`src/rtl/sorted_matrix_flat_binary_search_core_assert.svh`:
```
// Assertion macros for the sorted matrix search core
`ifndef SORTED_MATRIX_FLAT_BINARY_SEARCH_CORE_ASSERT_SVH
`define SORTED_MATRIX_FLAT_BINARY_SEARCH_CORE_ASSERT_SVH

// same-cycle implication
`define SMFBS_ASSERT_IMP(lbl, clk, rst, ante, cons) \
   lbl: assert property (@(posedge clk) disable iff (rst) (ante) |-> (cons)) \
      else $error("smfbs: same-cycle check failed");

// next-cycle implication
`define SMFBS_ASSERT_NXT(lbl, clk, rst, ante, cons) \
   lbl: assert property (@(posedge clk) disable iff (rst) (ante) |=> (cons)) \
      else $error("smfbs: next-cycle check failed");

`endif

```
`src/rtl/smfbs_pkg.sv`:
```
// Shared constants, types and codes for the sorted matrix search core
package smfbs_pkg;

   localparam int STORE_DEPTH = 1024;
   localparam int ADDR_W      = (STORE_DEPTH > 1) ? $clog2(STORE_DEPTH) : 1;
   localparam int CNT_W       = $clog2(STORE_DEPTH + 1);
   localparam int DATA_W      = 32;
   localparam int COUNT_W     = 11;
   localparam int IDX_W       = 10;
   localparam int POS_W       = 10;
   localparam int PROD_W      = 2 * COUNT_W;
   localparam int DIV_STEP_W  = $clog2(ADDR_W + 1);
   localparam int CSR_IDX_W   = 1;

   localparam logic [CSR_IDX_W-1:0] CSR_ROW_COUNT    = 1'b0;
   localparam logic [CSR_IDX_W-1:0] CSR_COLUMN_COUNT = 1'b1;

   localparam logic KIND_LOAD   = 1'b0;
   localparam logic KIND_SEARCH = 1'b1;

   typedef enum logic [2:0] {
      ST_IDLE,
      ST_SIZE,
      ST_PROBE,
      ST_CMP,
      ST_DIV,
      ST_DONE
   } state_type;

   typedef struct packed {
      logic               start;
      logic [ADDR_W-1:0]  dividend;
      logic [COUNT_W-1:0] divisor;
   } div_req_type;

   typedef struct packed {
      logic               done;
      logic [ADDR_W-1:0]  quot;
      logic [COUNT_W-1:0] rem;
   } div_rsp_type;

endpackage

```
`src/rtl/smfbs_div.sv`:
```
// Restoring divider, one quotient bit per cycle: index / cols, index % cols
module smfbs_div
   import smfbs_pkg::*;
(
   input  logic        clock,
   input  logic        reset,
   input  div_req_type div_req,
   output div_rsp_type div_rsp
);

   logic                  busy_ff, busy_in;
   logic                  done_ff, done_in;
   logic [DIV_STEP_W-1:0] step_ff, step_in;
   logic [ADDR_W-1:0]     quot_ff, quot_in;
   logic [COUNT_W-1:0]    rem_ff, rem_in;
   logic [COUNT_W-1:0]    divisor_ff, divisor_in;

   logic [COUNT_W:0]      trial;
   logic                  qbit;
   logic [ADDR_W:0]       qshift;

   always_comb begin
      trial  = {rem_ff, quot_ff[ADDR_W-1]};
      qbit   = (trial >= {1'b0, divisor_ff});
      qshift = {quot_ff, qbit};

      busy_in    = busy_ff;
      done_in    = 1'b0;
      step_in    = step_ff;
      quot_in    = quot_ff;
      rem_in     = rem_ff;
      divisor_in = divisor_ff;

      if (div_req.start) begin
         busy_in    = 1'b1;
         step_in    = DIV_STEP_W'(ADDR_W);
         quot_in    = div_req.dividend;
         rem_in     = '0;
         divisor_in = div_req.divisor;
      end else if (busy_ff) begin
         quot_in = qshift[ADDR_W-1:0];
         rem_in  = qbit ? COUNT_W'(trial - {1'b0, divisor_ff}) : trial[COUNT_W-1:0];
         step_in = step_ff - DIV_STEP_W'(1);
         if (step_ff == DIV_STEP_W'(1)) begin
            busy_in = 1'b0;
            done_in = 1'b1;
         end
      end
   end

   always_ff @(posedge clock) begin
      if (reset) begin
         busy_ff <= 1'b0;
         done_ff <= 1'b0;
      end else begin
         busy_ff <= busy_in;
         done_ff <= done_in;
      end
      step_ff    <= step_in;
      quot_ff    <= quot_in;
      rem_ff     <= rem_in;
      divisor_ff <= divisor_in;
   end

   assign div_rsp.done = done_ff;
   assign div_rsp.quot = quot_ff;
   assign div_rsp.rem  = rem_ff;

endmodule

```
`config.mk`:
```
export PLATFORM = sky130hd
export DESIGN_NAME = smfbs_div
export DESIGN_NICKNAME = d
export VERILOG_FILES = /design/src/rtl/sorted_matrix_flat_binary_search_core_assert.svh /design/src/rtl/smfbs_pkg.sv /design/src/rtl/smfbs_div.sv
export SDC_FILE = /design/constraint.sdc
export NUM_CORES = 1
export LEC_CHECK = 0
export ABC_CLOCK_PERIOD_IN_PS = 6140
export BUFFER_PORTS_ARGS = -buffer_cell sky130_fd_sc_hd__buf_4
export CORE_UTILIZATION = 55
export DETAILED_ROUTE_END_ITERATION = 12
export GPL_TIMING_DRIVEN = 0
export PLACE_DENSITY = 0.8
export RECOVER_POWER = 100
export SLEW_MARGIN = 20
export SYNTH_ARGS = -nofsm -noshare
export SYNTH_HDL_FRONTEND = slang
export SYNTH_SLANG_ARGS = --single-unit
```
`constraint.sdc`:
```
create_clock -name clock -period 6.14 [get_ports clock]
set_input_delay 0 -clock clock [delete_from_list [all_inputs] [get_ports clock]]
set_output_delay 0 -clock clock [all_outputs]
set_load 0.02 [all_outputs]
```
# Word level (Yosys, flattened, before mapping)
# Index checks and enable logic that the tools add are counted.
# word_totals
reg_bits	38
in_bits	24
output_inout_bits	22
wordCells	20
# op_classes
addsub	2
magnitude_cmp	1
n_eq_ne	1
n_mux	7
n_bitwise	1
reduce_logical	2
# ops
op	n
10-bit 2-to-1 mux	2
12-bit by 11-bit >= comparator with 1-bit output	1
11-bit 2-to-1 mux	1
11-bit subtractor	1
4-bit by 1-bit equality test with 1-bit output, second input constant	1
1-bit 2-to-1 mux	4
4-bit by 1-bit subtractor with 4-bit output, second input constant	1
3-bit OR reduction	1
2-bit nonzero test	1
1-bit inverter	1

# Longest topological paths before layout
# Gate-level depths: netlist (run 1).
# depth
depth_word	4
mapped_depth	10
mapped_depth_nobuf	9

# Worst setup path before layout (run 1)
# No wires, ideal clock.
# synth_path
path_type	register -> register
start	register quot_ff[9]
end	register rem_ff[0]
setup_ps	79
arrival_ps	2260
required_ps	6061
slack_ps	3801
stages_incl_launch_ff	10
n_path_buf	0
period_less_slack_ps	2339
cell_sequence	edfxtp_1 > inv_1 > ha_1 > fa_1 > nor2b_1 > o31a_1 > o21ai_4 > o21ai_4 > mux2_4 > a211oi_2
# synth_between
elab_chain_cells	2
word_cells_on_any_way	3
classes_between	1 x add/sub; 1 x order compare; 1 x mux
# synth_lines
element	line_no	source
start: declaration	smfbs_div.sv:14	logic [ADDR_W-1:0] quot_ff, quot_in;
start signal: assignment	smfbs_div.sv:60	quot_ff <= quot_in;
11-bit subtractor or 12-bit by 11-bit >= comparator with 1-bit output (tied branches)	smfbs_div.sv:42, smfbs_div.sv:24	
11-bit 2-to-1 mux (*)	smfbs_div.sv:42	rem_in = qbit ? COUNT_W'(trial - {1'b0, divisor_ff}) : trial[COUNT_W-1:0];
end signal: assignment	smfbs_div.sv:61	rem_ff <= rem_in;
end: declaration	smfbs_div.sv:15	logic [COUNT_W-1:0] rem_ff, rem_in;
# Mark *: on every way between the ends. The rest lies on a longest branch, timed or not.
# A chain may end at the register's enable or synchronous reset.

# Worst setup path in the final report (run 1)
# layout_path
start	register quot_ff[9]
end	register rem_ff[9]
# The elaborated chain is that of the path after synthesis.

==> run_results.csv, run 1 <==
group,metric,value,unit
timing,rsz0062_at_grt,"no",
final_layout,fin_cells,314,
cts,root_buffer,"clkbuf_8",
setup_path,critPathMaxFanout,10,
grt,grt_antenna_before_repair,0,
final_layout,regArea,970.9,um2
pwr,power.leakage,1.064,nW
pwr,max-vdd-ir-drop,0.1903,mV
logic_synthesis,yosysWarnings,0,
cts,cts.path.max_buffers,2,
grt,grt.total_usage,22.26,%
floorplanning,die_h,64.43,um
placed_design,place_inst,293,
logic_synthesis,synth-async-reset-ratio,0,%
timing,setup_viol,0,
detailed_routing,ant_nets,0,
cts,numCtsBuffers,5,
logic_synthesis,synth_seq_area_share,45.30,%
worst_hold_path,hp-class,"in -> reg",
detailed_routing,drc,0,
logic_synthesis,synthTopCellsByArea,"edfxtp_1, dfxtp_1, ha_1",
pwr,p_switching,211.0,uW
cts,post_cts_resized,0,
setup_path,path_cells,"inv_1, ha_1, fa_1, nor2b_1, o31a_1, o21ai_0, o21ai_0, clkbuf_1, o31ai_1, a311oi_1",
pwr,swShare,31.54,%
final_layout,design_area,2630,um2
final_layout,num-nets-final,303,
cts,cts.htree.levels,2,
timing,period_share,55.83,%
placed_design,dp_hpwl,2.910,mm
detailed_routing,via_per_inst,5.252,
setup_path,r2r-start,"quot_ff[9]",
timing,finalHoldViolations,0,
grt,grt_max_degree,15,
final_layout,mostFrequentLayoutCells,"clkbuf_1, edfxtp_1, nor2_1",
cts,clkTransAtPathRegs,0.07,ns
pwr,clockPowerShare,24.0,%
setup_path,cp_slowest_cell,"o21ai_0",
setup_path,ff2ff_setup_slack,2.71,ns
timing,finalMaxSlewViolations,0,
detailed_routing,vias,1649,
timing,tightest_slew,0.7772,ns
setup_path,r2r-end,"rem_ff[9]",
logic_synthesis,synth_top_family_by_area,"simple AND/OR/NAND/NOR gates",
logic_synthesis,synth-xor-area-share,3.269,%
timing,fin_crit,3.428,ns
final_layout,antenna_cells,0,
logic_synthesis,synth_area_leader_cell,"edfxtp_1",
timing,slew_headroom,47.64,%
logic_synthesis,synth.avg_cell_area,10.72,um2
final_layout,area_growth,22.71,%
setup_path,end_kind,"register",
logic_synthesis,synthAdderAreaFrac,8.523,%
floorplanning,dieArea,4151,um2
grt,grt.overflow.total,0,
setup_path,crit_buf_inv,2,
logic_synthesis,ys_types,46,
floorplanning,initial_core_util,58.11,%
setup_path,path_delay_family,"compound AO/OA/AOI/OAI gates",
setup_path,critPathArrivalTime,3.62,ns
grt,grt_pass1_wl,6.989,mm
placed_design,place_congestion,0.8061,
logic_synthesis,synth-compound-area-share,13.19,%
final_layout,layout-drive-gt1-share,16.54,%
floorplanning,core_area,3689,um2
setup_path,path_class,"reg -> reg",
logic_synthesis,ys_seq_elements,38,
floorplanning,rows,22,
logic_synthesis,syn_area,2143,um2
setup_path,start_kind,"register",
floorplanning,io_pins,46,
detailed_routing,drtIter0Drc,140,
logic_synthesis,synthMuxAreaShare,8.757,%
final_layout,final_common_cell,"clkbuf_1",
detailed_routing,drt-total-wl,4.136,mm
cts,cts.sinks,38,
flow_run,drv_cap,0,
cts,cts_tree,"yes",
pwr,p_int,457.9,uW
placed_design,io_buffers,45,
final_layout,multi_input_area,1035,um2
setup_path,critPathLaunch,"quot_ff[9]",
logic_synthesis,synth-edff-count,21,
grt,grt_pass1_vias,1514,
logic_synthesis,synth_top_area_share,29.42,%
timing,tns,0,ns
setup_path,cpPeakStageDelay,0.61,ns
placed_design,placed_cell_area,2541,um2
floorplanning,die_x,64.43,um
setup_path,path_common_cell,"o21ai_0",
setup_path,critPathCapture,"rem_ff[9]",
logic_synthesis,synth_simple_gate_area_share,15.82,%
detailed_routing,dr.pass1.iters,4,
logic_synthesis,synthCells,200,
cts,clk_latency,0.29,ns
pwr,total_power,668.8,uW
final_layout,fillCellCount,310,
pwr,sequentialPowerShare,46.4,%
run_status,status,"complete, no violations",
timing,fmax,291.7,MHz
pwr,p_comb_share,29.6,%
pwr,power_density,254.3,nW/um2
detailed_routing,drt-wirelength-per-cell,13.17,um
logic_synthesis,ys.flop_type,"edfxtp_1",
setup_path,rr_worst_depth,10,
setup_path,crit_cells,10,
setup_path,cp.required,6.33,ns
logic_synthesis,synth_fp_nets,238,
timing,clock_skew,0.002979,ns
==> through the flow <==
step | setup slack [ns] | utilization, % | hold slack, ns
5_1_grt | 2.420 | 71.30 | 0.004748
6_report | 2.712 | 71.30 | 0.01005
3_3_place_gp | 3.714 | 68.89 | 0.1719
2_1_floorplan | 3.801 | - | 0.07238
3_5_place_dp | 3.679 | 68.89 | 0.1735
4_1_cts | 3.653 | 74.59 | 0.002436
==> registers in the layout, summed over array words and instances, names as in the netlist <==
name        cells
divisor_ff     11
rem_ff         11
busy_ff         1
done_ff         1
quot_ff        10
step_ff         4
==> worst min path at each step <==
| stage | to | cells past startpoint | slack, ns | startpoint |
|---|---|---|---|---|
| 2_1_floorplan | busy_ff | 1 | 0.07 | reset |
| 3_3_place_gp | busy_ff | 2 | 0.17 | reset |
| 3_5_place_dp | busy_ff | 2 | 0.17 | reset |
| 4_1_cts | quot_ff[6] | 2 | 0.002 | div_req[17] |
| 5_1_grt | quot_ff[6] | 2 | 0.005 | div_req[17] |
| 6_report | quot_ff[6] | 2 | 0.01 | div_req[17] |
==> power by group through the flow <==
stage	registers, mW	logic [mW]	clock network, mW
floorplan	0.331	0.136	0
global placement	0.316	0.209	0
detailed placement	0.316	0.212	0
CTS	0.311	0.219	0.165
global route	0.314	0.221	0.175
finish	0.310	0.198	0.161
==> worst register-to-register path, stage by stage (launching register included) <==
cell and delay, ns:
edfxtp_1 0.34, inv_1 0.06, ha_1 0.23, fa_1 0.40, nor2b_1 0.17, o31a_1 0.18, o21ai_0 0.30, o21ai_0 0.62
clkbuf_1 0.54, o31ai_1 0.18, a311oi_1 0.31
==> logic make-up after synthesis <==
| kind of cell | after synthesis |
|---|---|
| fa+ha+maj | 14 |
| compound gates | 40 |
| flops | 38 |
| xor+xnor | 8 |
| mux | 17 |
| buf+inv | 26 |
| simple gates | 57 |
==> Yosys cell counts, types with 2 or more instances <==
master / count
a21oi_1: 8
a211oi_1: 7
o22ai_1: 2
nand2b_1: 6
o21a_1: 2
nor2b_1: 2
o21ai_1: 3
mux2_2: 10
nor2_1: 19
nand3_1: 2
nor3_1: 2
o211ai_1: 2
inv_1: 16
o21ai_4: 2
o21ai_0: 6
or3_1: 2
nor4_4: 2
dfxtp_1: 17
nor4_1: 2
xnor2_1: 7
clkbuf_1: 6
mux2i_1: 6
nor4b_1: 3
nand2_1: 10
a311oi_1: 2
o31a_1: 2
ha_1: 13
edfxtp_1: 21
==> cell type report <==
type                    instances  area share, %
inverters                      16          2.284
plain buffers                  10          1.618
clock buffers                   5          2.617
repair buffers                 58          14.51
multi-input cells             136          39.34
well taps                      48          2.284
flip-flops and latches         38          36.92
clock inverters                 3         0.4282
==> what timing repair did <==
item,CTS,global route
hold buffers,13,0
setup buffers,0,0
endpoints found under the hold margin,14,0
==> routing by layer <==
metal | vias up | global-route usage [%] | routed length [um]
li1 | 850 | - | -
met1 | 772 | 30.13 | 1997
met2 | 22 | 35.00 | 1981
met3 | 5 | 4.754 | 110
met4 | 0 | 8.333 | 46
met5 | - | 0 | 0
(Power assumes the default switching activity.)
==> inputs of run 2 (changes only) <==
ABC_CLOCK_PERIOD_IN_PS = 3300   (was 6140)
CORE_UTILIZATION = 54   (was 55)
PLACE_DENSITY = 0.79   (was 0.8)
clock period = 3.3 ns   (was 6.14 ns; I/O delays follow)
==> run 2 against run 1 <==
Clock power rose by 140%. Critical endpoint unchanged. Via count rose by 4.9%. Flip-flop and latch count did not move. Critical path type unchanged. Utilization rose by 0.82 points. Largest power group unchanged. Sequential share of layout area fell by 0.96 points. Clock-buffer cell count did not move.
==> run_results.csv, run 2 (synthesis gave the netlist of run 1 again) <==
group,metric,value,unit
pwr,clockPowerShare,28.6,%
worst_hold_path,min_to,"quot_ff[4]",
cts,cts.htree.levels,2,
detailed_routing,drt-wirelength-per-cell,14.63,um
pwr,p_switching,419.5,uW
setup_path,critPathMaxFanout,10,
grt,grt.overflow.total,0,
timing,tns,0,ns
pwr,max-vdd-ir-drop,0.3587,mV
final_layout,design_area,2700,um2
cts,clkTransAtPathRegs,0.08,ns
pwr,power_density,503.5,nW/um2
timing,period_share,76.26,%
timing,finalHoldViolations,0,
final_layout,fin_util,72.13,%
grt,grt_max_degree,15,
grt,grt.total_usage,24.70,%
pwr,p_int,939.9,uW
setup_path,cp_slowest_cell,"fa_1",
final_layout,mostFrequentLayoutCells,"clkbuf_1, edfxtp_1, nor2_1",
pwr,p_comb_share,28.7,%
final_layout,layout-drive-gt1-share,18.73,%
cts,clk_latency,0.30,ns
cts,postCtsSetupBuffers,0,
final_layout,antenna_cells,0,
worst_hold_path,hp-class,"in -> reg",
setup_path,rr_worst_depth,10,
setup_path,r2r-end,"rem_ff[9]",
final_layout,area_growth,25.98,%
setup_path,end_kind,"register",
cts,cts.path.max_buffers,2,
timing,slew_headroom,46.00,%
setup_path,cp.required,3.50,ns
floorplanning,dieArea,4225,um2
placed_design,io_buffers,45,
setup_path,critPathArrivalTime,2.71,ns
detailed_routing,drtIter0Drc,79,
floorplanning,rows,22,
setup_path,cpPeakStageDelay,0.42,ns
worst_hold_path,hold_depth,2,
floorplanning,die_h,65,um
final_layout,fillCellCount,312,
placed_design,placed_cell_area,2541,um2
setup_path,path_cells,"inv_1, ha_1, fa_1, nor2b_1, o31a_1, o21ai_4, o21ai_4, buf_6, o31ai_1, a311oi_1",
floorplanning,die_x,65,um
floorplanning,core_area,3744,um2
setup_path,path_class,"reg -> reg",
grt,grt_pass1_wl,7.652,mm
detailed_routing,vias,1730,
cts,cts.sinks,38,
timing,clock_skew,0.008885,ns
timing,fmax,397.4,MHz
pwr,swShare,30.86,%
final_layout,num-nets-final,304,
timing,rsz0062_at_grt,"no",
cts,numCtsBuffers,5,
timing,tightest_slew,0.8100,ns
timing,fin_crit,2.517,ns
cts,ctsHoldBuffers,14,
detailed_routing,ant_nets,0,
pwr,sequentialPowerShare,42.6,%
final_layout,largestRegisters,"divisor_ff: 11 flops, rem_ff: 11 flops, quot_ff: 10 flops",
setup_path,start_kind,"register",
setup_path,ff2ff_setup_slack,0.78,ns
final_layout,final_common_cell,"clkbuf_1",
cts,root_buffer,"clkbuf_8",
grt,grt_pass1_vias,1672,
setup_path,r2r-start,"quot_ff[9]",
setup_path,path_common_cell,"o21ai_4",
grt,grt_antenna_before_repair,0,
timing,finalMaxSlewViolations,0,
placed_design,dp_hpwl,3.164,mm
flow_run,drv_cap,0,
detailed_routing,drt-total-wl,4.609,mm
run_status,status,"complete, no violations",
timing,setup_viol,0,
floorplanning,io_pins,46,
worst_hold_path,holdCritStartpoint,"div_req[15]",
placed_design,place_congestion,0.8516,
floorplanning,initial_core_util,57.25,%
cts,post_cts_resized,0,
pwr,power.leakage,1.091,nW
detailed_routing,via_per_inst,5.492,
cts,cts_tree,"yes",
detailed_routing,dr.pass1.iters,5,
detailed_routing,drc,0,
-- run 2: per-layer routing --
layer / global-route usage, % / share of wire, %
met1: 30.29 / 43
met2: 41.80 / 52
met3: 5.634 / 3.8
met4: 9.444 / 1.6
met5: 0 / 0
-- run 2: per-stage QoR --
stage               power, mW  worst slack, ns  hold slack [ns]  std cells
finish                  1.359           0.7833         0.009672        315
global route            1.435           0.6342         0.001274        315
detailed placement     0.9885           0.7882           0.1714        293
CTS                     1.390           0.7699         0.004910        315
global placement       0.9789           0.8946           0.1722        293
floorplan              0.8690           0.9610          0.07238        200
-- run 2: power groups by stage --
stage,combinational [mW],sequential (mW),clock (mW)
2_1_floorplan,0.252,0.617,0
3_3_place_gp,0.390,0.588,0
3_5_place_dp,0.398,0.590,0
4_1_cts,0.415,0.580,0.395
5_1_grt,0.429,0.586,0.421
6_report,0.390,0.580,0.389
-- run 2: worst max-delay path by stage --
stage | from | endpoint | slack [ns] | depth (start not counted)
2_1_floorplan | quot_ff[9] | rem_ff[0] | 0.96 | 9
3_3_place_gp | quot_ff[9] | rem_ff[3] | 0.89 | 10
3_5_place_dp | quot_ff[9] | rem_ff[9] | 0.79 | 10
4_1_cts | quot_ff[9] | rem_ff[9] | 0.77 | 10
5_1_grt | quot_ff[9] | rem_ff[9] | 0.63 | 10
6_report | quot_ff[9] | rem_ff[9] | 0.78 | 10
-- run 2: area by class of cell --
class,instances,area [um2],area share [%]
flip-flops and latches,38,970.9,35.96
inverters,16,60.06,2.224
well taps,48,60.06,2.224
plain buffers,10,50.05,1.854
clock buffers,5,68.82,2.549
clock inverters,3,40.04,1.483
repair buffers,59,391.6,14.50
multi-input cells,136,1059,39.20
-- run 2: critical path, delay by kind of cell, from the launching register on --
kind	cells	cell delay [ns]
flip-flops	1	0.36
buffers and inverters	2	0.25
AO/OA/AOI/OAI	5	0.99
adder cells (fa/ha/maj)	2	0.64
AND/OR/NAND/NOR	1	0.16
